## src/sv/ssfw_pkg.sv

```systemverilog
// ----------------------------------------------------------------------------
// ssfw_pkg
// Shared types, codes and the segment table of the seven-segment frame writer.
// ----------------------------------------------------------------------------
package ssfw_pkg;

	localparam int MAX_DIGITS = 4;
	localparam int DIG_W      = (MAX_DIGITS > 1) ? $clog2(MAX_DIGITS) : 1;
	localparam int LEN_W      = $clog2(MAX_DIGITS + 1);
	localparam int FIFO_DEPTH = 2;

	localparam logic [7:0]  DATA_CMD  = 8'h40;
	localparam logic [7:0]  ADDR_CMD  = 8'hC0;
	localparam logic [7:0]  CTRL_CMD  = 8'h80;
	localparam logic [7:0]  SEG_MINUS = 8'h40;
	localparam logic [15:0] RECIP10   = 16'd52429;

	typedef enum logic [1:0] {
		CMD_DEC  = 2'd0,
		CMD_HEX  = 2'd1,
		CMD_RAW  = 2'd2,
		CMD_NONE = 2'd3
	} cmd_t;

	typedef enum logic [1:0] {
		SYM_START = 2'd0,
		SYM_BYTE  = 2'd1,
		SYM_STOP  = 2'd2
	} sym_t;

	localparam logic CFG_BRIGHTNESS = 1'b0;
	localparam logic CFG_DISPLAY_ON = 1'b1;

	typedef struct packed {
		logic [1:0]                  pos;
		logic [LEN_W-1:0]            len;
		logic [MAX_DIGITS-1:0][7:0] dig;
	} ssfw_desc_t;

	function automatic logic [7:0] seg_code(input logic [3:0] d);
		logic [7:0] s;
		unique case (d)
			4'h0: s = 8'h3F;
			4'h1: s = 8'h06;
			4'h2: s = 8'h5B;
			4'h3: s = 8'h4F;
			4'h4: s = 8'h66;
			4'h5: s = 8'h6D;
			4'h6: s = 8'h7D;
			4'h7: s = 8'h07;
			4'h8: s = 8'h7F;
			4'h9: s = 8'h6F;
			4'hA: s = 8'h77;
			4'hB: s = 8'h7C;
			4'hC: s = 8'h39;
			4'hD: s = 8'h5E;
			4'hE: s = 8'h79;
			default: s = 8'h71;
		endcase
		return s;
	endfunction

endpackage

```

## src/sv/ssfw_front.sv

```systemverilog
// ----------------------------------------------------------------------------
// ssfw_front
// Accepts commands, forms the segment bytes of numbers one digit per cycle, queues them.
// ----------------------------------------------------------------------------
module ssfw_front import ssfw_pkg::*; (
	input  logic             clk,
	input  logic             arst_n,
	input  logic             in_valid,
	output logic             in_ready,
	input  cmd_t             in_cmd,
	input  logic [15:0]      in_value,
	input  logic             in_negative,
	input  logic [1:0]       in_pos,
	input  logic [2:0]       in_count,
	input  logic [3:0]       in_dots,
	input  logic             in_lead,
	input  logic [3:0][7:0]  in_seg,
	output logic             push,
	output ssfw_desc_t       push_desc,
	input  logic             full
);

	logic                  busy_q, done_q;
	logic [15:0]           num_q;
	logic                  neg_q, lead_q, hex_q;
	logic [DIG_W-1:0]      idx_q;
	logic [MAX_DIGITS-1:0] dmask_q;
	ssfw_desc_t            desc_q;

	logic                  accept;
	logic [2:0]            len3;
	logic [LEN_W-1:0]      len_c;
	logic [MAX_DIGITS-1:0] dmask_c;
	logic [MAX_DIGITS-1:0][7:0] raw_c;
	logic [MAX_DIGITS-1:0][7:0] init_c;
	logic [31:0]           prod;
	logic [15:0]           q_dec, r_dec, q_nxt;
	logic [3:0]            r_nxt;
	logic                  zero;
	logic [7:0]            s_nxt;

	assign push      = done_q && !full;
	assign push_desc = desc_q;
	assign in_ready  = !busy_q && (!done_q || !full);
	assign accept    = in_valid && in_ready;

	always_comb begin
		if (in_count == 3'd0) begin
			len3 = 3'd1;
		end else if (32'(in_count) > MAX_DIGITS) begin
			len3 = 3'(MAX_DIGITS);
		end else begin
			len3 = in_count;
		end
		len_c = LEN_W'(len3);
		for (int i = 0; i < MAX_DIGITS; i++) begin
			dmask_c[i] = (i < 4) ? in_dots[3 - (i % 4)] : 1'b0;
			raw_c[i]   = (i < 4 && i < 32'(len3)) ? in_seg[i % 4] : 8'h00;
		end
		init_c = '0;
		if (in_cmd == CMD_RAW) begin
			init_c = raw_c;
		end else if (in_value == 16'd0 && !in_lead) begin
			init_c[DIG_W'(len3 - 3'd1)] = seg_code(4'h0);
		end
	end

	always_comb begin
		prod  = num_q * RECIP10;
		q_dec = 16'(prod[31:19]);
		r_dec = num_q - ((q_dec << 3) + (q_dec << 1));
		q_nxt = hex_q ? (num_q >> 4) : q_dec;
		r_nxt = hex_q ? num_q[3:0] : r_dec[3:0];
		zero  = (num_q == 16'd0);
		s_nxt = (zero && !lead_q) ? 8'h00 : seg_code(r_nxt);
		if (zero && neg_q) begin
			s_nxt = SEG_MINUS;
		end
	end

	always_ff @(posedge clk or negedge arst_n) begin
		if (!arst_n) begin
			busy_q <= 1'b0;
			done_q <= 1'b0;
		end else begin
			if (accept && in_cmd != CMD_NONE) begin
				if (in_cmd == CMD_RAW || (in_value == 16'd0 && !in_lead)) begin
					done_q <= 1'b1;
				end else begin
					busy_q <= 1'b1;
					if (push) begin
						done_q <= 1'b0;
					end
				end
			end else if (busy_q && idx_q == '0) begin
				busy_q <= 1'b0;
				done_q <= 1'b1;
			end else if (push) begin
				done_q <= 1'b0;
			end
		end
	end

	always_ff @(posedge clk) begin
		if (accept) begin
			desc_q.pos <= in_pos;
			desc_q.len <= len_c;
			desc_q.dig <= init_c;
			num_q      <= in_value;
			neg_q      <= in_negative && (in_cmd == CMD_DEC);
			lead_q     <= in_lead;
			hex_q      <= (in_cmd == CMD_HEX);
			idx_q      <= DIG_W'(len3 - 3'd1);
			dmask_q    <= dmask_c;
		end else if (busy_q) begin
			desc_q.dig[idx_q] <= {s_nxt[7] | dmask_q[idx_q], s_nxt[6:0]};
			num_q <= q_nxt;
			idx_q <= idx_q - DIG_W'(1);
			if (zero) begin
				neg_q <= 1'b0;
			end
		end
	end

endmodule

```

## src/sv/ssfw_fifo.sv

```systemverilog
// ----------------------------------------------------------------------------
// ssfw_fifo
// Short queue of digit descriptors between the front and back parts.
// ----------------------------------------------------------------------------
module ssfw_fifo import ssfw_pkg::*; (
	input  logic       clk,
	input  logic       arst_n,
	input  logic       push,
	input  ssfw_desc_t push_desc,
	output logic       full,
	input  logic       pop,
	output ssfw_desc_t pop_desc,
	output logic       empty
);

	localparam int PTR_W = (FIFO_DEPTH > 1) ? $clog2(FIFO_DEPTH) : 1;
	localparam int CNT_W = $clog2(FIFO_DEPTH + 1);

	ssfw_desc_t       mem_q [FIFO_DEPTH];
	logic [PTR_W-1:0] wr_q, rd_q;
	logic [CNT_W-1:0] cnt_q;

	assign full     = (32'(cnt_q) == FIFO_DEPTH);
	assign empty    = (cnt_q == '0);
	assign pop_desc = mem_q[rd_q];

	always_ff @(posedge clk or negedge arst_n) begin
		if (!arst_n) begin
			wr_q  <= '0;
			rd_q  <= '0;
			cnt_q <= '0;
		end else begin
			if (push) begin
				wr_q <= (32'(wr_q) == FIFO_DEPTH - 1) ? '0 : wr_q + PTR_W'(1);
			end
			if (pop) begin
				rd_q <= (32'(rd_q) == FIFO_DEPTH - 1) ? '0 : rd_q + PTR_W'(1);
			end
			if (push && !pop) begin
				cnt_q <= cnt_q + CNT_W'(1);
			end else if (pop && !push) begin
				cnt_q <= cnt_q - CNT_W'(1);
			end
		end
	end

	always_ff @(posedge clk) begin
		if (push) begin
			mem_q[wr_q] <= push_desc;
		end
	end

endmodule

```

## src/sv/ssfw_back.sv

```systemverilog
// ----------------------------------------------------------------------------
// ssfw_back
// Symbol sequencer: plays the three display frames of one descriptor.
// ----------------------------------------------------------------------------
module ssfw_back import ssfw_pkg::*; (
	input  logic       clk,
	input  logic       arst_n,
	input  logic       empty,
	output logic       pop,
	input  ssfw_desc_t pop_desc,
	input  logic [2:0] brightness,
	input  logic       display_on,
	output logic       out_valid,
	input  logic       out_ready,
	output sym_t       out_kind,
	output logic [7:0] out_byte,
	output logic       out_last
);

	localparam int MAX_SYMS = 9 + MAX_DIGITS;
	localparam int STEP_W   = $clog2(MAX_SYMS);

	logic              active_q;
	ssfw_desc_t        desc_q;
	logic [STEP_W-1:0] step_q;
	logic              out_valid_q, out_last_q;
	sym_t              out_kind_q;
	logic [7:0]        out_byte_q;

	logic              emit, fin;
	sym_t              kind_c;
	logic [7:0]        byte_c;
	logic [STEP_W-1:0] dpos, tpos;

	assign out_valid = out_valid_q;
	assign out_kind  = out_kind_q;
	assign out_byte  = out_byte_q;
	assign out_last  = out_last_q;

	always_comb begin
		dpos   = step_q - STEP_W'(5);
		tpos   = dpos - STEP_W'(desc_q.len);
		kind_c = SYM_START;
		byte_c = 8'h00;
		fin    = 1'b0;
		if (step_q < STEP_W'(5)) begin
			unique case (step_q[2:0])
				3'd1: begin kind_c = SYM_BYTE; byte_c = DATA_CMD; end
				3'd2: kind_c = SYM_STOP;
				3'd4: begin kind_c = SYM_BYTE; byte_c = ADDR_CMD + {6'd0, desc_q.pos}; end
				default: kind_c = SYM_START;
			endcase
		end else if (dpos < STEP_W'(desc_q.len)) begin
			kind_c = SYM_BYTE;
			byte_c = desc_q.dig[dpos[DIG_W-1:0]];
		end else begin
			unique case (tpos[1:0])
				2'd0: kind_c = SYM_STOP;
				2'd1: kind_c = SYM_START;
				2'd2: begin
					kind_c = SYM_BYTE;
					byte_c = CTRL_CMD | {4'd0, display_on, brightness};
				end
				default: begin kind_c = SYM_STOP; fin = 1'b1; end
			endcase
		end
	end

	assign emit = active_q && (!out_valid_q || out_ready);
	assign pop  = !empty && (!active_q || (emit && fin));

	always_ff @(posedge clk or negedge arst_n) begin
		if (!arst_n) begin
			active_q    <= 1'b0;
			step_q      <= '0;
			out_valid_q <= 1'b0;
		end else begin
			if (emit) begin
				out_valid_q <= 1'b1;
			end else if (out_ready) begin
				out_valid_q <= 1'b0;
			end
			if (pop) begin
				active_q <= 1'b1;
				step_q   <= '0;
			end else if (emit) begin
				step_q <= step_q + STEP_W'(1);
				if (fin) begin
					active_q <= 1'b0;
				end
			end
		end
	end

	always_ff @(posedge clk) begin
		if (pop) begin
			desc_q <= pop_desc;
		end
		if (emit) begin
			out_kind_q <= kind_c;
			out_byte_q <= byte_c;
			out_last_q <= fin;
		end
	end

endmodule

```

## src/sv/seven_segment_number_frame_writer.sv

```systemverilog
// ----------------------------------------------------------------------------
// seven_segment_number_frame_writer
// Turns number and raw-segment commands into start / byte / stop symbols.
// ----------------------------------------------------------------------------
//  channel   signals                          word
//  s_axis    s_tvalid s_tready s_tdata s_tuser  one display command
//  m_axis    m_tvalid m_tready m_tdata m_tuser  one frame symbol, m_tlast on final stop
//  cfg       cfg_valid cfg_ready                one register write
//
//  A command yields 9 + digit count (clamped to 1..4) symbols, one a cycle
//  from the back sequencer while m_tready allows.
//  The front forms one digit a cycle (divide by 10 via reciprocal multiply).
//  A two-deep queue lets the front take new commands while the back still plays.
//  Reset clears all control state; brightness resets to 7, display on.
//  Command code 3 is accepted and dropped.
// ----------------------------------------------------------------------------
module seven_segment_number_frame_writer import ssfw_pkg::*; (
	input  logic        clk,
	input  logic        arst_n,
	input  logic        s_tvalid,
	output logic        s_tready,
	// value[15:0] negative[16] start_position[18:17] digit_count[21:19]
	// dots[25:22] show_leading_zeros[26] seg0[34:27] seg1[42:35]
	// seg2[50:43] seg3[58:51], zero fill to 63
	input  logic [63:0] s_tdata,
	// cmd[1:0]
	input  logic [1:0]  s_tuser,
	output logic        m_tvalid,
	input  logic        m_tready,
	// byte_value[7:0]
	output logic [7:0]  m_tdata,
	// symbol_kind[1:0]
	output logic [1:0]  m_tuser,
	output logic        m_tlast,
	input  logic        cfg_valid,
	output logic        cfg_ready,
	input  logic        cfg_index,
	input  logic [2:0]  cfg_data
);

	logic [2:0]  brightness_q;
	logic        display_on_q;
	logic        push, pop, full, empty;
	ssfw_desc_t  push_desc, pop_desc;
	sym_t        out_kind;
	logic [3:0][7:0] segs;

	assign cfg_ready = 1'b1;
	assign segs = {s_tdata[58:51], s_tdata[50:43], s_tdata[42:35], s_tdata[34:27]};
	assign m_tuser = out_kind;

	always_ff @(posedge clk or negedge arst_n) begin
		if (!arst_n) begin
			brightness_q <= 3'd7;
			display_on_q <= 1'b1;
		end else if (cfg_valid) begin
			unique case (cfg_index)
				CFG_BRIGHTNESS: brightness_q <= cfg_data;
				CFG_DISPLAY_ON: display_on_q <= cfg_data[0];
				default: ;
			endcase
		end
	end

	ssfw_front u_front (
		.clk         (clk),
		.arst_n      (arst_n),
		.in_valid    (s_tvalid),
		.in_ready    (s_tready),
		.in_cmd      (cmd_t'(s_tuser)),
		.in_value    (s_tdata[15:0]),
		.in_negative (s_tdata[16]),
		.in_pos      (s_tdata[18:17]),
		.in_count    (s_tdata[21:19]),
		.in_dots     (s_tdata[25:22]),
		.in_lead     (s_tdata[26]),
		.in_seg      (segs),
		.push        (push),
		.push_desc   (push_desc),
		.full        (full)
	);

	ssfw_fifo u_fifo (
		.clk       (clk),
		.arst_n    (arst_n),
		.push      (push),
		.push_desc (push_desc),
		.full      (full),
		.pop       (pop),
		.pop_desc  (pop_desc),
		.empty     (empty)
	);

	ssfw_back u_back (
		.clk        (clk),
		.arst_n     (arst_n),
		.empty      (empty),
		.pop        (pop),
		.pop_desc   (pop_desc),
		.brightness (brightness_q),
		.display_on (display_on_q),
		.out_valid  (m_tvalid),
		.out_ready  (m_tready),
		.out_kind   (out_kind),
		.out_byte   (m_tdata),
		.out_last   (m_tlast)
	);

endmodule

```

## config.mk

```make
export PLATFORM = sky130hd
export DESIGN_NAME = seven_segment_number_frame_writer
export DESIGN_NICKNAME = d
export VERILOG_FILES = /design/src/sv/ssfw_pkg.sv /design/src/sv/ssfw_front.sv /design/src/sv/ssfw_fifo.sv /design/src/sv/ssfw_back.sv /design/src/sv/seven_segment_number_frame_writer.sv
export SDC_FILE = /design/constraint.sdc
export NUM_CORES = 1
export LEC_CHECK = 0
export BUFFER_PORTS_ARGS = -buffer_cell sky130_fd_sc_hd__buf_2
export CAP_MARGIN = 10
export CORE_MARGIN = 2
export CORE_UTILIZATION = 50
export DETAILED_ROUTE_END_ITERATION = 10
export GPL_TIMING_DRIVEN = 0
export PLACE_DENSITY = 0.68
export SYNTH_ARGS = -nofsm -noshare
export SYNTH_HDL_FRONTEND = slang
export SYNTH_HIERARCHICAL = 1
export SYNTH_SLANG_ARGS = --single-unit
```

## constraint.sdc

```tcl
create_clock -name clk -period 8.1 [get_ports clk]
set_input_delay 0.405 -clock clk [delete_from_list [all_inputs] [get_ports clk]]
set_output_delay 0.405 -clock clk [all_outputs]
set_load 0.01 [all_outputs]
```

* Word level (Yosys, flattened, before mapping)
Memories as Yosys holds them, arrays and structs flattened. A register that Yosys moved wholly into a read port is not among the register bits. Index checks and enable logic that the tools add are counted.
Storage, ports and cells: bits in read-only memories 112, memories kept 2, memory bits (writable) 74, output and inout bits 14, register bits 89
Memory list:
- (name not given) | words 16, width 7, rd ports 1, clocked after Yosys merged registers in 0, wr ports 0, line ssfw_pkg.sv:42 | unique case (d)
- u_fifo.mem_q | words 2, width 37, rd ports 1, clocked after Yosys merged registers in 1, wr ports 1, line ssfw_fifo.sv:19 | ssfw_desc_t mem_q [FIFO_DEPTH];
Cells by class: $lt $le $gt $ge 12, add/sub/neg operators 12, reductions and logical operators 51, multiply operators 1, equal/unequal tests 10, bitwise gates (word level) 2, mux-type cells 61
Operator list (number):
- $mux W32 | 3
- $mux W8 | 12
- $bwmux W32 | 1
- $demux W8 S2 | 2
- $logic_not A16 Y1 | 2
- $mul A16 B16 Y32 const B | 1
- $mux W16 | 2
- $mux W30 | 1
- $mux W1 | 23
- $bmux W8 S2 | 1
- $logic_and A1 B1 Y1 | 16
- $pmux W8 S2 | 1
- $reduce_bool A2 Y1 | 7
- $mux W13 | 1
- $mux W2 | 6
- $mux W4 | 3
- $logic_not A1 Y1 | 10
- $reduce_and A2 Y1 | 5
- $lt A2 B3 Y1 const B | 3
- $add A7 B3 Y8 const A | 1
- $logic_not A2 Y1 | 4
- $pmux W2 S2 | 2
- $eq A2 B2 Y1 const B | 3
- $lt A1 B3 Y1 const A | 2
- other kinds (26) | 37

* Logic depth before layout (Yosys ltp)
Gate-level depths: netlist of the first run.
word-level depth 13, depth in mapped cells 29, depth with buffers taken out 29

* Modules after synthesis
Netlist of the first run, hierarchy kept.
Modules (own cells, without submodules):
- ssfw_front | times used 1, area each 8299.2 um^2, cells an instance 831
- ssfw_fifo | times used 1, area each 2939.1 um^2, cells an instance 131
- ssfw_back | times used 1, area each 2343.5 um^2, cells an instance 138
- seven_segment_number_frame_writer | times used 1, area each 193.9 um^2, cells an instance 12

* Least setup slack after synthesis of the first run
No wires, ideal clock.
path type reg2reg, start point register u_front.num_q[3], end point register u_front.desc_q, in the netlist u_front/push_desc[12], data pin, buffers on the path 0, setup time 0.274 ns, arrival 6.782 ns, data required time 7.826 ns, stages on the path, launching flop included 27, path slack 1.044 ns, cells stage by stage edfxtp_1 > inv_1 > ha_1 > inv_1 > fa_1 > inv_1 > fa_1 > fa_1 > fa_1 > inv_1 > fa_1 > inv_1 > ha_1 > nand2_1 > nor3_1 > o21ai_0 > a31oi_1 > nor2_1 > xnor2_1 > ha_1 > xor2_1 > o21ai_1 > nor2_1 > a221o_1 > or3_1 > o311ai_2 > o22ai_1
Between the ends: cells in the longest elaborated chain, start to end 10
RTL lines:
- start: declaration | line ssfw_front.sv:24 | logic [15:0] num_q;
- start signal: assignment | line ssfw_front.sv:109 | num_q <= in_value;
- start signal: assignment | line ssfw_front.sv:117 | num_q <= q_nxt;
- $mul A16 B16 Y32 | line ssfw_front.sv:69 | prod = num_q * RECIP10;
- $add A4 B4 Y4 | line ssfw_front.sv:71 | r_dec = num_q - ((q_dec << 3) + (q_dec << 1));
- $sub A4 B4 Y4 | line ssfw_front.sv:71
- $mux W4 | line ssfw_front.sv:73 | r_nxt = hex_q ? num_q[3:0] : r_dec[3:0];
- $mem_v2 Z16 W7
- $mux W8 | line ssfw_front.sv:75 | s_nxt = (zero && !lead_q) ? 8'h00 : seg_code(r_nxt);
- $mux W8 (*) | line ssfw_front.sv:76 | if (zero && neg_q) begin
- $bwmux W32 (*) | line ssfw_front.sv:116 | desc_q.dig[idx_q] <= {s_nxt[7] | dmask_q[idx_q], s_nxt[6:0]};
- $mux W32 (*) | line ssfw_front.sv:115 | end else if (busy_q) begin
- $mux W32 (*) | line ssfw_front.sv:105 | if (accept) begin
- end: declaration | line ssfw_front.sv:28 | ssfw_desc_t desc_q;
Every way passes the cells marked *; elsewhere a longest branch is shown, timed or not. The select of a mux whose other input is x is not followed. A chain may end at the register's enable or synchronous reset.

* Worst setup path in the final report of the first run
start point register u_front.num_q[6], end point register u_front.desc_q, in the netlist u_front/push_desc[20], data pin
Same word-level chain as after synthesis.

==> metrics.txt, run 1 <==
CP bufs+invs 5; clk root buf clkbuf_16; largest family of logic cells by synthesized area adder cells; relative slew slack 0.236; grt ovf 0; CP startpoint kind flip-flop; hold endpoint u_front/dmask_q[3]$_DFFE_PP_; fill count 2,235; Avg Synthesized Cell Area 12.4 sq um; simple-gate share of the synthesized area 0.0589; Max clock buf depth 2; area of the mapped netlist 0.0138 sq mm; layout cells sized above 1 0.169; reg2reg end u_front/push_desc[20]$_DFFE_PP_; worst slew pin tran 1.15 ns; reg2reg path depth 26; Worst-Skew Late Latency 0.43 ns; Adder-Cell Fraction of Synth Area 0.266; Max stage delay on crit path 0.64 ns; HP Start s_tdata[22]; Yosys top cell by area edfxtp_1; DR vias/cell 5.58; gpl congestion 0.948; setup tns final 0 ns; arrival time at the worst endpoint 7.88 ns; H-tree levels 4; compound-gate portion of the synthesized area 0.0951; RSZ-0062 raised after global routing no; cell family with most CP delay adder cells; WP depth 26; worst path required time 8.25 ns; Die ar. 0.0289 sq mm; Final ANT Viol Nets 0; xor and xnor area share after synthesis 0.0223; Slew Limit Fails 0; HP Class in2reg; CTS buffer count 17; clock skew 0.0111 ns; core box area 0.0270 sq mm; clock transition at the registers of the reported paths 0.08 ns; worst hold path depth 1; largest net degree at the start of global routing 40; status finished clean; Starting Density 0.510; number of core rows 60; Post-Syn Instances 1,112; Initial DRT Pass Iterations 5; Global Route Usage Sum 0.221; global-route wire length before repair 48,100 um; DRT iter0 DRCs 679; WS Path Type reg2reg; multiplexer share of the synthesized area 0.0647; Layout Nets 1,543; ant diodes 0; Setup Viol. Count Final 0; die extent in y 170 um; RR Startpoint u_front/num_q[6]$_DFFE_PP_; syn nets 1,431; Die Width 170 um; initial antenna violation count 2; CTS Sinks 200; Post-synth ARST share 0.0800; DP HPWL 23,700 um; Top Ports 89; synthesis-to-finish area growth 11.6%; Synth Register Bits 200; synth warn 6; CP max FO 10; max-cap violations 0; final period utilization 0.954; CP max-delay cell edfxtp_1; number of synthesized flops with an enable pin 184; PortBufs 82; CTS tree built; WL per Instance 19.3 um; via count of the first global-routing pass 8,747; commonest cells after routing, fill and taps aside 188 x inv_1, 184 x edfxtp_1, 163 x ha_1; area share of the largest cell type after synthesis 0.401; commonest non-fill, non-tap cell in the layout inv_1; Synth area leaders edfxtp_1 40%, ha_1 15%, fa_1 12%; Hold Violations, Final 0; crit end category flip-flop; synth unique cells 85; fmax 129 MHz; post-route minimum period 7.73 ns; DRC 0; setup slack, reg-to-reg 0.37 ns; dominant synthesized flop cell edfxtp_1; register area share after synthesis 0.431; via count 8,798; WL final 30,400 um
-- synthesized netlist by cell type (5+ instances only) --
master    number
and2_1         7
mux2_2        19
nor3_1        16
inv_1        188
and3_1         9
a221o_1        5
nor2b_1        5
ha_1         163
nand3_1        9
o21a_1         8
dfrtp_1       12
nand4_1        5
a21oi_1       51
o31ai_1        9
mux2i_1        8
o21ai_0       29
o22ai_1       11
nand2_1       55
edfxtp_1     184
o211ai_1       6
a211oi_1       5
nor2_1        40
mux4_1         5
nand2b_1       5
mux2_4        25
o21ai_1       14
fa_1          81
xor2_1        10
buf_1          6
clkbuf_1      13
xnor2_1       18
-- metrics by stage --
stage | hold slack (ns) | cell area, sq um | util | cells | setup slack (ns)
after floorplan | 0.109 | 13800 | - | 1112 | 1.04
after global placement | 0.385 | 14600 | 0.541 | 1535 | -0.449
after detailed placement | 0.396 | 14600 | 0.542 | 1536 | -0.403
after CTS | 0.129 | 15300 | 0.566 | 1569 | 0.0811
after global routing | 0.128 | 15400 | 0.569 | 1578 | 0.00135
final | 0.146 | 15400 | 0.569 | 1578 | 0.373
-- state kept, by name (all words and copies together) (netlist names) --
name               count
u_front/dmask_q        4
u_front/hex_q          1
u_front/busy_q         1
u_fifo/cnt_q           2
u_front/neg_q          1
u_front/idx_q          2
display_on_q           1
u_back/desc_q         37
u_fifo/wr_q            1
u_back/active_q        1
u_front/done_q         1
u_front/num_q         16
u_front/lead_q         1
u_fifo/mem_q          74
u_back/step_q          4
u_back/out_valid       1
u_back/out_last        1
u_fifo/rd_q            1
u_front/push_desc     37
u_back/out_byte        8
u_back/out_kind        2
brightness_q           3
-- how the worst max path moves through the flow --
stage	slack [ns]	endpoint	from
after detailed placement	-0.40	u_front/push_desc[12]$_DFFE_PP_	u_front/num_q[3]$_DFFE_PP_
after global placement	-0.45	u_front/push_desc[12]$_DFFE_PP_	u_front/num_q[3]$_DFFE_PP_
after global routing	0.001	u_front/push_desc[30]$_DFFE_PP_	u_front/num_q[6]$_DFFE_PP_
after CTS	0.08	u_front/push_desc[24]$_DFFE_PP_	u_front/num_q[3]$_DFFE_PP_
final	0.37	u_front/push_desc[20]$_DFFE_PP_	u_front/num_q[6]$_DFFE_PP_
after floorplan	1.04	u_front/push_desc[12]$_DFFE_PP_	u_front/num_q[3]$_DFFE_PP_
-- layer usage --
layer	global-route usage	vias up	routed length [um]
li1	-	4154	-
met1	0.325	4312	14000
met2	0.350	310	14100
met3	0.0337	22	1990
met4	0.0472	0	333
met5	0	-	0
-- cell families after synthesis --
kind of cell,after synthesis
and+or+nand+nor,168
xor gates and xnor gates,31
buffers and inverters,216
adders and majority gates,244
DFF,200
AOI/OAI and AO/OA,191
other,1
muxes,61
-- what timing repair did --
action,CTS,global route
hold buffers,1,0
hold endpoints to repair,12,0
gates resized for setup,3,1
setup endpoints to repair,28,28
setup buffers,0,9
-- worst register-to-register path, delay by kind of cell (launching register included) --
family | cells | cell delay (ns)
AO/OA/AOI/OAI | 6 | 1.62
XOR/XNOR | 2 | 0.48
adder cells (fa/ha/maj) | 8 | 3.61
buffers and inverters | 5 | 0.35
flip-flops | 1 | 0.64
AND/OR/NAND/NOR | 5 | 0.76
-- final cells by class --
class	count	area (sq um)	area share
sequential	200	5930	0.386
tap	341	427	0.0278
multi-input combinational	696	7010	0.456
clock inverter	14	185	0.0120
clock buffer	18	439	0.0286
buffer	27	150	0.00977
timing repair buffer	93	515	0.0335
inverter	189	709	0.0462
Power of run 1 is left out: the tool's default activity adds up to more than one toggle a clock period on the data nets, which glitch-free logic cannot reach.
==> run 2: changes to the inputs <==
--- a/config.mk
+++ b/config.mk
@@ -7,7 +7,7 @@
 export LEC_CHECK = 0
 export BUFFER_PORTS_ARGS = -buffer_cell sky130_fd_sc_hd__buf_2
 export CAP_MARGIN = 10
-export CORE_MARGIN = 2
+export CORE_MARGIN = 5
 export CORE_UTILIZATION = 50
 export DETAILED_ROUTE_END_ITERATION = 10
 export GPL_TIMING_DRIVEN = 0
==> constraint.sdc (replaced) <==
create_clock -name clk -period 8.1 [get_ports clk]
set_input_delay 1.215 -clock clk [delete_from_list [all_inputs] [get_ports clk]]
set_output_delay 1.215 -clock clk [all_outputs]
set_load 0.01 [all_outputs]
==> run 2 against run 1 <==
Global-route usage fell by 1.6 points. Clock-buffer cell count rose by 2. Die area rose by 7.2%. Maximum frequency fell by 0.70%. Register-to-register slack got worse by 0.05 ns. Clock skew rose by 0.0076 ns. Via count fell by 1.3%. Critical path depth fell by 1. Critical path type unchanged.
==> metrics.txt, run 2 (synthesis results as in run 1) <==
status finished clean; cts hold-fix bufs 0; Slew Limit Fails 0; Initial DRT Pass Iterations 5; CTS tree built; clock skew 0.0187 ns; synthesis-to-finish area growth 11.0%; die extent in y 176 um; Worst-Skew Late Latency 0.43 ns; Top Ports 89; DR vias/cell 5.51; Starting Density 0.510; Setup Viol. Count Final 0; PortBufs 82; Global Route Usage Sum 0.205; Die ar. 0.0310 sq mm; Final WS setup 0.319 ns; Min Hold Slack 0.453 ns; Hold Violations, Final 0; largest net degree at the start of global routing 40; Layout Nets 1,541; Largest Register u_fifo/mem_q; max-cap violations 0; worst path required time 8.26 ns; commonest non-fill, non-tap cell in the layout inv_1; relative slew slack 0.240; post-route minimum period 7.78 ns; commonest cells after routing, fill and taps aside 188 x inv_1, 184 x edfxtp_1, 163 x ha_1; global-route wire length before repair 49,100 um; via count 8,681; HP Class reg2reg; number of core rows 60; WL final 30,800 um; ant diodes 0; H-tree levels 4; clk root buf clkbuf_16; DRT iter0 DRCs 663; clock transition at the registers of the reported paths 0.07 ns; arrival time at the worst endpoint 7.94 ns; WS Path Type reg2reg; fmax 129 MHz; core box area 0.0270 sq mm; initial antenna violation count 1; max FFs per register 74; gpl congestion 0.912; worst slew pin tran 1.14 ns; final period utilization 0.961; via count of the first global-routing pass 9,149; CP max FO 7; pre-CTS WS -0.485 ns; Max clock buf depth 2; crit end category flip-flop; CP startpoint kind flip-flop; DRC 0; placed instance area 0.0146 sq mm; WL per Instance 19.5 um; Die Width 176 um; grt ovf 0; CTS Sinks 200; CTS buffer count 17; DP HPWL 24,200 um; layout cells sized above 1 0.168; Final Cell Area 0.0153 sq mm; Final ANT Viol Nets 0
run 2: layer usage:
| layer | track usage | share of wire | vias to the layer above |
|---|---|---|---|
| li1 | - | - | 4149 |
| met1 | 0.295 | 0.46 | 4212 |
| met2 | 0.324 | 0.46 | 281 |
| met3 | 0.0392 | 0.061 | 39 |
| met4 | 0.0513 | 0.016 | 0 |
| met5 | 0 | 0 | - |
run 2: worst max-delay path: stages, from the launching register on:
cell and delay, ns:
edfxtp_1 0.62, inv_1 0.09, ha_1 0.33, inv_1 0.11, fa_1 0.55, inv_1 0.05
fa_1 0.48, fa_1 0.52, fa_1 0.57, inv_1 0.06, fa_1 0.52, inv_1 0.05
ha_1 0.35, nand2_1 0.07, nor3_1 0.13, o21ai_0 0.23, a31oi_4 0.38, nor2_1 0.09
xnor2_1 0.28, ha_1 0.22, xnor2_1 0.17, xnor3_1 0.33, a21oi_1 0.44, nor2_1 0.16
o311ai_2 0.53, o22ai_1 0.17
run 2: what timing repair did:
item | CTS | global route
gates resized for setup | 3 | 1
setup endpoints to repair | 28 | 28
pin swaps | 0 | 1
buffers inserted | 0 | 8
run 2: worst paths after layout:
path	cells after the start	slack, ns	start	endpoint
hold reg to reg	0	0.45	u_front/push_desc[33]$_DFFE_PP_	u_fifo/mem_q[1][33]$_DFFE_PP_
setup reg to reg	25	0.32	u_front/num_q[6]$_DFFE_PP_	u_front/push_desc[12]$_DFFE_PP_
min in group asynchronous	1	0.74	arst_n	u_front/done_q$_DFF_PN0_
setup / recovery	25	0.32	u_front/num_q[6]$_DFFE_PP_	u_front/push_desc[12]$_DFFE_PP_
max in group asynchronous	1	7.00	arst_n	brightness_q[0]$_DFFE_PN1P_
hold / removal	0	0.45	u_front/push_desc[33]$_DFFE_PP_	u_fifo/mem_q[1][33]$_DFFE_PP_
run 2: cell type report:
type                       instances  area, sq um
inverter                         189          709
clock buffer                      20          457
timing repair buffer              91          498
buffer                            27          150
tap                              341          427
clock inverter                    12          109
sequential                       200         5930
multi-input combinational        696         7010
fill                            2225        11700
run 2: per-stage QoR:
| stage | utilization | TNS (ns) | instances |
|---|---|---|---|
| floorplan | - | 0 | 1112 |
| global placement | 0.541 | -6.29 | 1535 |
| detailed placement | 0.542 | -8.60 | 1536 |
| CTS | 0.564 | 0 | 1568 |
| global route | 0.566 | -0.0370 | 1576 |
| finish | 0.566 | 0 | 1576 |
Power of run 2 is left out for the same reason.
